--- src/rtl/hc_pkg.sv ---
// Shared types, constants and helpers for the Hill cipher encryptor.
// No dependencies; used by every module of the block but hc_checker.
package hc_pkg;

	localparam int MAX_BLOCK = 4;
	localparam int LW = 5;           // letter width
	localparam int KW = 20;          // key row width
	localparam int SW = 12;          // dot product sum width
	localparam logic [LW-1:0] LETTERS = 5'd26;
	localparam logic [LW-1:0] PAD_LETTER = 5'd23;   // 'X'

	// Config register indexes
	localparam logic [2:0] REG_BLOCK_SIZE = 3'd0;
	localparam logic [2:0] REG_KEY_ROW0   = 3'd1;
	localparam logic [2:0] REG_KEY_ROW1   = 3'd2;
	localparam logic [2:0] REG_KEY_ROW2   = 3'd3;
	localparam logic [2:0] REG_KEY_ROW3   = 3'd4;

	// One complete block handed from front to back
	typedef struct packed {
		logic [MAX_BLOCK-1:0][LW-1:0] letters;
		logic [2:0]                   n;
		logic                         done;
	} block_t;

	// Reduce a 5-bit value into 0..25
	function automatic logic [LW-1:0] mod26_small(input logic [LW-1:0] v);
		return (v >= LETTERS) ? v - LETTERS : v;
	endfunction

	// Effective block size: zero reads as one, saturate at MAX_BLOCK
	function automatic logic [2:0] eff_size(input logic [2:0] bs);
		logic [2:0] n;
		n = bs;
		if (n == 3'd0)
			n = 3'd1;
		if (n > 3'(MAX_BLOCK))
			n = 3'(MAX_BLOCK);
		return n;
	endfunction

endpackage

--- src/rtl/hill_cipher_encrypt.sv ---
// Hill cipher encryptor top level: config registers, front end, block
// queue and back end. Depends on hc_pkg, hc_front, hc_queue, hc_back.
//
// Usage:
//  - Config: write cfg_index/cfg_data with cfg_valid; cfg_ready is always
//    high. Index 0 is block_size n (0 acts as 1, above 4 acts as 4),
//    indexes 1..4 are key rows 0..3, entry j at bits 5j+4:5j, taken mod 26.
//    Write only while no request is in flight.
//  - Input: one plaintext letter (0..25, larger codes taken mod 26) per
//    request on in_valid/in_stall. end_of_message pads a partial block
//    with X and flushes it.
//  - Output: each block yields n cipher letters on out_valid/out_stall,
//    last_in_block on the last one, message_done too if the block ended
//    the message.
//  - Timing: a completed block is registered in the queue, and each row
//    then passes the dot-product and mod-26 output stages. Throughput:
//    one letter per cycle in while in_stall is low, one cipher letter per
//    cycle out while out_stall is low, set by one key row issued per cycle.
//  - Reset clears the partial block, the queue and the output stage;
//    block_size returns to 2 and the key to all zero.
//  - A stalled output holds its request; the back end stops, the queue
//    fills, and in_stall rises once both queue entries hold blocks.
module hill_cipher_encrypt (
	input  logic        clk,
	input  logic        arst_n,
	// config write channel
	input  logic        cfg_valid,
	output logic        cfg_ready,
	input  logic [2:0]  cfg_index,
	input  logic [19:0] cfg_data,
	// plaintext channel
	input  logic        in_valid,
	output logic        in_stall,
	input  logic [4:0]  letter_code,
	input  logic        end_of_message,
	// ciphertext channel
	output logic        out_valid,
	input  logic        out_stall,
	output logic [4:0]  cipher_letter,
	output logic        last_in_block,
	output logic        message_done
);

	logic [2:0]                       block_size_q;
	logic [3:0][hc_pkg::KW-1:0]       key_q;

	logic           q_push;
	logic           q_pop;
	logic           q_full;
	logic           q_empty;
	hc_pkg::block_t q_wr;
	hc_pkg::block_t q_head;

	assign cfg_ready = 1'b1;

	// config registers
	always_ff @(posedge clk or negedge arst_n) begin
		if (!arst_n) begin
			block_size_q <= 3'd2;
			key_q        <= '0;
		end else if (cfg_valid && cfg_ready) begin
			unique case (cfg_index)
				hc_pkg::REG_BLOCK_SIZE: block_size_q <= cfg_data[2:0];
				hc_pkg::REG_KEY_ROW0:   key_q[0] <= cfg_data;
				hc_pkg::REG_KEY_ROW1:   key_q[1] <= cfg_data;
				hc_pkg::REG_KEY_ROW2:   key_q[2] <= cfg_data;
				hc_pkg::REG_KEY_ROW3:   key_q[3] <= cfg_data;
				default: ;   // unmapped index, write dropped
			endcase
		end
	end

	hc_front u_front (
		.clk            (clk),
		.arst_n         (arst_n),
		.in_valid       (in_valid),
		.in_stall       (in_stall),
		.letter_code    (letter_code),
		.end_of_message (end_of_message),
		.block_size     (block_size_q),
		.q_full         (q_full),
		.q_push         (q_push),
		.q_entry        (q_wr)
	);

	hc_queue u_queue (
		.clk      (clk),
		.arst_n   (arst_n),
		.push     (q_push),
		.wr_entry (q_wr),
		.full     (q_full),
		.pop      (q_pop),
		.head     (q_head),
		.empty    (q_empty)
	);

	hc_back u_back (
		.clk           (clk),
		.arst_n        (arst_n),
		.key_rows      (key_q),
		.head          (q_head),
		.empty         (q_empty),
		.pop           (q_pop),
		.out_valid     (out_valid),
		.out_stall     (out_stall),
		.cipher_letter (cipher_letter),
		.last_in_block (last_in_block),
		.message_done  (message_done)
	);

endmodule

--- src/rtl/hc_front.sv ---
// Front end: takes plaintext letters, collects them into a block, pads on
// end of message and pushes complete blocks to the queue. Uses hc_pkg.
module hc_front (
	input  logic                   clk,
	input  logic                   arst_n,
	input  logic                   in_valid,
	output logic                   in_stall,
	input  logic [4:0]             letter_code,
	input  logic                   end_of_message,
	input  logic [2:0]             block_size,
	input  logic                   q_full,
	output logic                   q_push,
	output hc_pkg::block_t         q_entry
);

	logic [2:0] fill_q;
	logic [hc_pkg::MAX_BLOCK-1:0][hc_pkg::LW-1:0] buf_q;

	logic [2:0]            n;
	logic [2:0]            f0;
	logic [2:0]            fnext;
	logic [hc_pkg::LW-1:0] letter;
	logic                  accept;
	logic                  complete;

	assign in_stall = q_full;
	assign accept   = in_valid && !in_stall;

	always_comb begin
		n        = hc_pkg::eff_size(block_size);
		letter   = hc_pkg::mod26_small(letter_code);
		// stale letters after a block size shrink are dropped
		f0       = (fill_q >= n) ? 3'd0 : fill_q;
		fnext    = f0 + 3'd1;
		complete = (fnext >= n) || end_of_message;
		for (int j = 0; j < hc_pkg::MAX_BLOCK; j++) begin
			if (3'(j) < f0)
				q_entry.letters[j] = buf_q[j];
			else if (3'(j) == f0)
				q_entry.letters[j] = letter;
			else
				q_entry.letters[j] = hc_pkg::PAD_LETTER;
		end
		q_entry.n    = n;
		q_entry.done = end_of_message;
		q_push       = accept && complete;
	end

	always_ff @(posedge clk or negedge arst_n) begin
		if (!arst_n) begin
			fill_q <= 3'd0;
		end else if (accept) begin
			fill_q <= complete ? 3'd0 : fnext;
		end
	end

	always_ff @(posedge clk) begin
		if (accept && !complete) begin
			buf_q[f0[1:0]] <= letter;
		end
	end

endmodule

--- src/rtl/hc_queue.sv ---
// Two-entry block queue between front and back end.
// Uses hc_pkg::block_t.
module hc_queue (
	input  logic           clk,
	input  logic           arst_n,
	input  logic           push,
	input  hc_pkg::block_t wr_entry,
	output logic           full,
	input  logic           pop,
	output hc_pkg::block_t head,
	output logic           empty
);

	hc_pkg::block_t mem_q [2];
	logic       wr_ptr_q;
	logic       rd_ptr_q;
	logic [1:0] count_q;

	assign full  = (count_q == 2'd2);
	assign empty = (count_q == 2'd0);
	assign head  = mem_q[rd_ptr_q];

	always_ff @(posedge clk or negedge arst_n) begin
		if (!arst_n) begin
			wr_ptr_q <= 1'b0;
			rd_ptr_q <= 1'b0;
			count_q  <= 2'd0;
		end else begin
			if (push)
				wr_ptr_q <= !wr_ptr_q;
			if (pop)
				rd_ptr_q <= !rd_ptr_q;
			if (push && !pop)
				count_q <= count_q + 2'd1;
			else if (pop && !push)
				count_q <= count_q - 2'd1;
		end
	end

	always_ff @(posedge clk) begin
		if (push) begin
			mem_q[wr_ptr_q] <= wr_entry;
		end
	end

endmodule

--- src/rtl/hc_back.sv ---
// Back end: walks the rows of the head block, one cipher letter per cycle
// unless stalled, via dot-product and mod-26 output stages. Uses hc_pkg.
module hc_back (
	input  logic                                 clk,
	input  logic                                 arst_n,
	input  logic [3:0][hc_pkg::KW-1:0]           key_rows,
	input  hc_pkg::block_t                       head,
	input  logic                                 empty,
	output logic                                 pop,
	output logic                                 out_valid,
	input  logic                                 out_stall,
	output logic [4:0]                           cipher_letter,
	output logic                                 last_in_block,
	output logic                                 message_done
);

	logic [1:0]            row_q;
	logic                  v_s1;
	logic [hc_pkg::SW-1:0] sum_s1;
	logic                  last_s1;
	logic                  done_s1;
	logic                  v_s2;
	logic [hc_pkg::LW-1:0] letter_s2;
	logic                  last_s2;
	logic                  done_s2;

	logic                  rdy1;
	logic                  rdy2;
	logic                  take;
	logic                  last_row;
	logic [hc_pkg::KW-1:0] krow;
	logic [hc_pkg::SW-1:0] sum;
	logic [hc_pkg::LW-1:0] kent;
	logic [23:0]           recip;
	logic [hc_pkg::SW-1:0] q26;
	logic [hc_pkg::SW-1:0] rem;

	assign rdy2     = !v_s2 || !out_stall;
	assign rdy1     = !v_s1 || rdy2;
	assign take     = rdy1 && !empty;
	assign last_row = ({1'b0, row_q} == head.n - 3'd1);
	assign pop      = take && last_row;

	// row dot product, entries past n masked
	always_comb begin
		krow = key_rows[row_q];
		sum  = '0;
		for (int j = 0; j < hc_pkg::MAX_BLOCK; j++) begin
			kent = hc_pkg::mod26_small(krow[5*j +: 5]);
			if (3'(j) < head.n)
				sum = sum + hc_pkg::SW'(kent * head.letters[j]);
		end
	end

	// sum < 2600: floor(s*2521/2^16) is exactly s/26
	always_comb begin
		recip = 24'(sum_s1) * 24'd2521;
		q26   = hc_pkg::SW'(recip[23:16]) * hc_pkg::SW'(hc_pkg::LETTERS);
		rem   = sum_s1 - q26;
	end

	always_ff @(posedge clk or negedge arst_n) begin
		if (!arst_n) begin
			row_q <= 2'd0;
			v_s1  <= 1'b0;
			v_s2  <= 1'b0;
		end else begin
			if (take)
				row_q <= last_row ? 2'd0 : row_q + 2'd1;
			if (rdy1)
				v_s1 <= take;
			if (rdy2)
				v_s2 <= v_s1;
		end
	end

	always_ff @(posedge clk) begin
		if (rdy1 && take) begin
			sum_s1  <= sum;
			last_s1 <= last_row;
			done_s1 <= last_row && head.done;
		end
		if (rdy2 && v_s1) begin
			letter_s2 <= rem[hc_pkg::LW-1:0];
			last_s2   <= last_s1;
			done_s2   <= done_s1;
		end
	end

	assign out_valid     = v_s2;
	assign cipher_letter = letter_s2;
	assign last_in_block = last_s2;
	assign message_done  = done_s2;

endmodule

--- config.mk ---
export PLATFORM = sky130hd
export DESIGN_NAME = hill_cipher_encrypt
export DESIGN_NICKNAME = d
export VERILOG_FILES = /design/src/rtl/hc_pkg.sv /design/src/rtl/hill_cipher_encrypt.sv /design/src/rtl/hc_front.sv /design/src/rtl/hc_queue.sv /design/src/rtl/hc_back.sv
export SDC_FILE = /design/constraint.sdc
export NUM_CORES = 1
export LEC_CHECK = 0
export BUFFER_PORTS_ARGS = -buffer_cell sky130_fd_sc_hd__buf_4
export CAP_MARGIN = 10
export CORE_MARGIN = 1
export CORE_UTILIZATION = 55
export DETAILED_ROUTE_END_ITERATION = 12
export PLACE_DENSITY = 0.74
export SLEW_MARGIN = 5
export SYNTH_ARGS = -nofsm -noshare
export SYNTH_HDL_FRONTEND = slang
export SYNTH_SLANG_ARGS = --single-unit
--- constraint.sdc ---
create_clock -name clk -period 28.5 [get_ports clk]
set_input_delay 4.275 -clock clk [delete_from_list [all_inputs] [get_ports clk]]
set_output_delay 4.275 -clock clk [all_outputs]
set_load 0.02 [all_outputs]
==> impl_results.md, run 1 <==
- Run status: complete, no violations
- CTS H-tree depth: 4
- Min-Delay Path Class: flip-flop to flip-flop
- Ys async rst share: 0.514
- I/O Buffers: 42
- Fraction of synthesized area in multiplexers: 0.129
- Stages on the worst setup path: 41
- CTS Hold Bufs: 0
- Synth top area cells: edfxtp_1 18%, dfrtp_1 16%, fa_1 14%
- DRT iter0 DRCs: 505
- Fmax: 0.0762 GHz
- RSZ-0062 raised after global routing: false
- Post-synth top area share: 0.184
- Largest area contributor in the netlist: edfxtp_1
- Most common cell after layout, fill and taps aside: inv_1
- Hold_ws: 424 ps
- WS Path Type: flip-flop to flip-flop
- Synthesized flop and latch total: 183
- Root Driver: clkbuf_16
- # IOs: 44
- P&R area growth vs syn: 9.41%
- Setup bufs post-CTS: 0
- Slew @ Worst Pin: 1180 ps
- DP HPWL: 23.7 mm
- Dpl cells: 1652
- Adder-cell share of the synthesized area: 0.278
- # setup viols final: 0
- Core area: 26000 um2
- YS warnings: 0
- Final wirelength: 30.2 mm
- Final hold vios: 0
- Avg Cell Area, Syn: 11.2 um2
- # fillers: 2094
- CP delay by family, top: adder cells
- Non-filler cells, final: 1684
- Most frequent cells in the layout: 172 x inv_1, 159 x ha_1, 105 x mux2_2
- CTS resizes: 0
- Post-Synth XOR/XNOR Area: 0.0290
- Final period util: 0.460
- Sum of negative setup slack: 0 ps
- Storage cell area: 5030 um2
- Max_slew headroom: 0.216
- CP Max Fanout: 14
- Critical-path top delay cell: dfrtp_1
- Initial antenna violation count: 0
- Crit path top cell by count: fa_1
- Core Rows: 59
- WP data arrival: 13300 ps
- Crit. End Element: flip-flop
- Clock slew at reported path FFs: 80 ps
- Cell count after synthesis: 1291
- Total number of vias: 9374
- CTS buffer count: 17
- # DRC: 0
- Die height: 164 um
- Setup Skew: 21.8 ps
- Crit path buffers/inverters: 7
- Post-DR vias/cell: 5.57
- CTS Buffer Depth: 2
- Simple-gate share of the synthesized area: 0.0859
- Post-layout nets: 1631
- Die area: 27100 um2
- Largest family of logic cells by synthesized area: adder cells
- Vias in the first global route: 9945
- Antenna cells: 0
- CP startpoint kind: flip-flop
- R2R cell count: 41
- Seq/Total Area, Yosys: 0.346
- Total grt overflow: 0
- GP Congestion: 0.909
- WHS Path Cells: 0
- CP peak stage delay: 790 ps
- Mapped cell area: 14500 um2
- EDFF count, synth: 89
- First drt pass iteration count: 5
- Total GRT Usage: 0.241
- Worst skew pair latency: 450 ps
- Unique masters post-synth: 59
- Post-route ant nets: 0
- Largest net degree at the start of global routing: 84
- Period minus WS final: 13120 ps
- WL/cell: 17.9 um
- Max cap viols: 0
- Post-synthesis compound-gate area fraction: 0.0769
- Die width: 164 um
- Max Slew Vio Count: 0
- First-pass GRT wire length: 50.0 mm
- Initial Util: 0.559
- CTS tree: built
- Clock Sinks: 183
- Syn_nets: 1586
- Critical Path RT: 28690 ps
- Top_reg_cell synth: dfrtp_1
- Area occupied by multi-input gates: 8730 um2
- Layout cells sized above 1: 0.173
## worst register-to-register path, delay by kind of cell, from the launching register on
family,cells,cell delay [ps]
xor gates and xnor gates,3,540
adders and majority gates,17,7650
AOI/OAI and AO/OA,10,2220
DFF,1,790
and+or+nand+nor,3,610
muxes,1,630
buffers and inverters,7,430
## per-stage QoR
step                instance area [um2]  utilization  setup slack [ps]
global route                      15900        0.611             14720
CTS                               15900        0.611             15430
detailed placement                15200        0.586             15480
global placement                  15200        0.586             15810
floorplan                         14500            -             16660
finish                            15900        0.611             15380
## area by class of cell
| class | count | share of cell area |
|---|---|---|
| flip-flops and latches | 183 | 0.316 |
| repair buffers | 55 | 0.0260 |
| inverters | 172 | 0.0406 |
| clock buffers | 17 | 0.0268 |
| well taps | 335 | 0.0264 |
| multi-input cells | 907 | 0.550 |
| clock inverters | 15 | 0.0140 |
## flip-flops by register name, indices dropped and copies added (netlist names), 2 cells and up
signal,flops
u_back.sum_s1,12
u_back.row_q,2
key_q,80
u_back.cipher_letter,5
u_front.fill_q,3
u_queue.mem_q,48
block_size_q,3
u_queue.count_q,2
u_front.buf_q,20
## layer usage
metal,GRT usage,share of wire,vias up
li1,-,-,4523
met1,0.335,0.48,4668
met2,0.400,0.48,156
met3,0.0304,0.035,27
met4,0.0588,0.014,0
met5,0,0,-
## final timing paths
path | startpoint | end | slack [ps]
setup / recovery | u_back.row_q[0] | u_back.sum_s1[10] | 15380
hold / removal | u_back.done_s1 | u_back.message_done | 420
setup reg to reg | u_back.row_q[0] | u_back.sum_s1[10] | 15380
hold reg to reg | u_back.done_s1 | u_back.message_done | 420
max in group asynchronous | arst_n | key_q[2] | 23590
min in group asynchronous | arst_n | key_q[51] | 3640
## synth_stat cells (5+ instances only)
| library cell | instances |
|---|---|
| nand2_1 | 94 |
| nor2_1 | 70 |
| fa_1 | 102 |
| a21o_1 | 13 |
| dfrtp_1 | 93 |
| buf_2 | 6 |
| or3_1 | 8 |
| a21oi_1 | 41 |
| edfxtp_1 | 89 |
| mux2i_1 | 30 |
| nor2b_1 | 12 |
| mux4_2 | 16 |
| o31ai_1 | 7 |
| xnor2_1 | 33 |
| ha_1 | 159 |
| nor3_1 | 9 |
| a31oi_1 | 11 |
| o21ai_1 | 13 |
| nand3_1 | 19 |
| o22ai_1 | 6 |
| nand2b_1 | 23 |
| clkbuf_1 | 15 |
| xor2_1 | 15 |
| or2_2 | 5 |
| o21ai_0 | 38 |
| and2_1 | 18 |
| inv_1 | 172 |
| mux2_2 | 105 |
## cell families after synthesis
kind of cell | after synthesis
other | 1
buffers and inverters | 201
and+or+nand+nor | 268
muxes | 153
xor gates and xnor gates | 48
adders and majority gates | 261
AOI/OAI and AO/OA | 176
DFF | 183
Power of run 1 is not shown: default switching activity piles up to over one toggle a cycle in this logic, so the estimate is an artifact.
==> run 2: changes to the inputs <==
ABC_AREA = 1   (was default)
clock period = 13.2 ns   (was 28.5 ns; I/O delays follow)
==> run 2 against run 1 <==
  * Utilization is 0.54 points lower
  * Highest routed layer unchanged
  * Area after synthesis is 3.3% higher
  * Hold slack better by 67 ps
  * Critical path depth is 6 higher
==> impl_results.md, run 2 <==
- Post-synth top area share: 0.178
- # fillers: 2314
- Layout cells sized above 1: 0.0647
- First-pass GRT wire length: 56.1 mm
- Die width: 167 um
- WS Path Type: flip-flop to flip-flop
- CTS resizes: 0
- Max cap viols: 0
- Synthesized flop and latch total: 183
- Seq/Total Area, Yosys: 0.335
- CTS buffer count: 17
- RSZ-0062 raised after global routing: false
- Run status: complete, no violations
- Max_slew headroom: 0.205
- DRT iter0 DRCs: 703
- Syn_nets: 2072
- Critical Path RT: 13410 ps
- Post-route ant nets: 0
- Max Slew Vio Count: 0
- Die area: 27900 um2
- CTS Hold Bufs: 0
- Fraction of synthesized area in multiplexers: 0.000667
- Worst r2r dst: u_back.sum_s1[9]
- Ys async rst share: 0.514
- Antenna cells: 0
- Clock Sinks: 183
- Setup Skew: 18.4 ps
- Die height: 167 um
- # DRC: 0
- Post-layout nets: 2105
- CP peak stage delay: 590 ps
- CTS H-tree depth: 4
- Crit. End Element: flip-flop
- Initial antenna violation count: 0
- Most common cell after layout, fill and taps aside: nand2_1
- Critical-path top delay cell: dfrtp_1
- Count leader, synth: nand2_1
- Final wirelength: 33.6 mm
- GP Congestion: 0.875
- Simple-gate share of the synthesized area: 0.185
- Worst hold start: key_q[38]
- # setup viols final: 0
- Slew @ Worst Pin: 1190 ps
- Layout Utilization: 0.606
- I/O Buffers: 42
- CTS tree: built
- Core Rows: 60
- First drt pass iteration count: 5
- Crit path top cell by count: fa_1
- Critical R2R Launch: u_back.row_q[0]
- Core area: 26900 um2
- Most frequent cells in the layout: 420 x nand2_1, 316 x inv_1, 159 x ha_1
- CP Max Fanout: 35
- Setup bufs post-CTS: 0
- YS warnings: 0
- Unique masters post-synth: 47
- Largest area contributor in the netlist: edfxtp_1
- EDFF count, synth: 89
- Sum of negative setup slack: 0 ps
- Largest family of logic cells by synthesized area: adder cells
- Post-DR vias/cell: 5.41
- WP data arrival: 12740 ps
- WHS Path Cells: 2
- Avg Cell Area, Syn: 8.44 um2
- Synth top area cells: edfxtp_1 18%, dfrtp_1 16%, fa_1 14%
- Cell count after synthesis: 1777
- Post-synth top cells: 420 x nand2_1, 316 x inv_1, 159 x ha_1, 144 x o21ai_0, 116 x nor2_1
- Vias in the first global route: 11.4k
- Largest net degree at the start of global routing: 65
- # IOs: 44
- Clock slew at reported path FFs: 90 ps
- WL/cell: 15.5 um
- Top_reg_cell synth: dfrtp_1
- Adder-cell share of the synthesized area: 0.269
- Total number of vias: 11.7k
- P&R area growth vs syn: 8.55%
- Final period util: 0.949
- Period minus WS final: 12530 ps
- CP startpoint kind: flip-flop
- Total GRT Usage: 0.252
- Worst skew pair latency: 440 ps
- Post-Synth XOR/XNOR Area: 0.0175
- DP HPWL: 26.3 mm
- Post-synthesis compound-gate area fraction: 0.0999
- R2r setup slk: 670 ps
- Final hold vios: 0
- Hold Path End: key_q[38]
- CTS Buffer Depth: 2
- Mapped cell area: 15000 um2
- Total grt overflow: 0
- R2R cell count: 47
- Fmax: 0.0798 GHz
- Largest reg by FF count: key_q
- Root Driver: clkbuf_16
- Max reg flops: 80
- Initial Util: 0.558
- Min-Delay Path Class: flip-flop to flip-flop
run 2: cell count changes after synthesis, sizes merged, moves of 31 or more:
cell	before	now
inv	172	324
mux2	105	0
nand3	19	96
mux2i	32	1
nor2	71	119
o21ai	53	158
nand2	94	423
run 2: worst max path at each step:
stage / endpoint / from / slack, ps
final: u_back.sum_s1[9] / u_back.row_q[0] / 670
after global routing: u_back.sum_s1[9] / u_back.row_q[0] / 20
after CTS: u_back.sum_s1[9] / u_back.row_q[0] / 750
after detailed placement: u_back.sum_s1[9] / u_back.row_q[0] / 740
after global placement: u_back.sum_s1[9] / u_back.row_q[0] / 1090
after floorplan: u_back.sum_s1[9] / u_back.row_q[0] / 2020
run 2: per-layer routing:
metal	vias up	part of all wire	track usage
li1	5774	-	-
met1	5592	0.43	0.326
met2	305	0.50	0.442
met3	46	0.041	0.0314
met4	0	0.025	0.0794
met5	-	0	0
run 2: layout make-up:
cell class,instances,area (um2),share of cell area
Sequential cell,183,5030,0.309
Clock inverter,15,213,0.0131
Tap cell,341,427,0.0262
Multi-Input combinational cell,1231,8580,0.527
Inverter,324,1220,0.0747
Timing Repair Buffer,53,398,0.0244
Clock buffer,17,425,0.0261
run 2: critical path, delay by kind of cell (launching register included):
family / cells / cell delay (ps)
AO/OA/AOI/OAI: 6 / 1400
XOR/XNOR: 2 / 330
adder cells (fa/ha/maj): 17 / 7550
buffers and inverters: 9 / 1020
flip-flops: 1 / 590
AND/OR/NAND/NOR: 13 / 1380
run 2: cells by family (layout without fill, tap and decap cells):
logic type	Yosys count	count (layout)
and+or+nand+nor	673	673
xor gates and xnor gates	30	30
other	1	1
muxes	1	1
AOI/OAI and AO/OA	265	265
adders and majority gates	261	261
buffers and inverters	363	409
DFF	183	183
run 2: stage by stage:
| step | hold slack, ps | cell area, um2 | cells | setup slack (ps) |
|---|---|---|---|---|
| floorplan | 400 | 15000 | 1777 | 2020 |
| global placement | 462 | 15600 | 2132 | 1090 |
| detailed placement | 473 | 15600 | 2132 | 737 |
| CTS | 493 | 16300 | 2164 | 749 |
| global route | 514 | 16300 | 2164 | 21.2 |
| finish | 490 | 16300 | 2164 | 673 |
Power of run 2 is left out for the same reason.
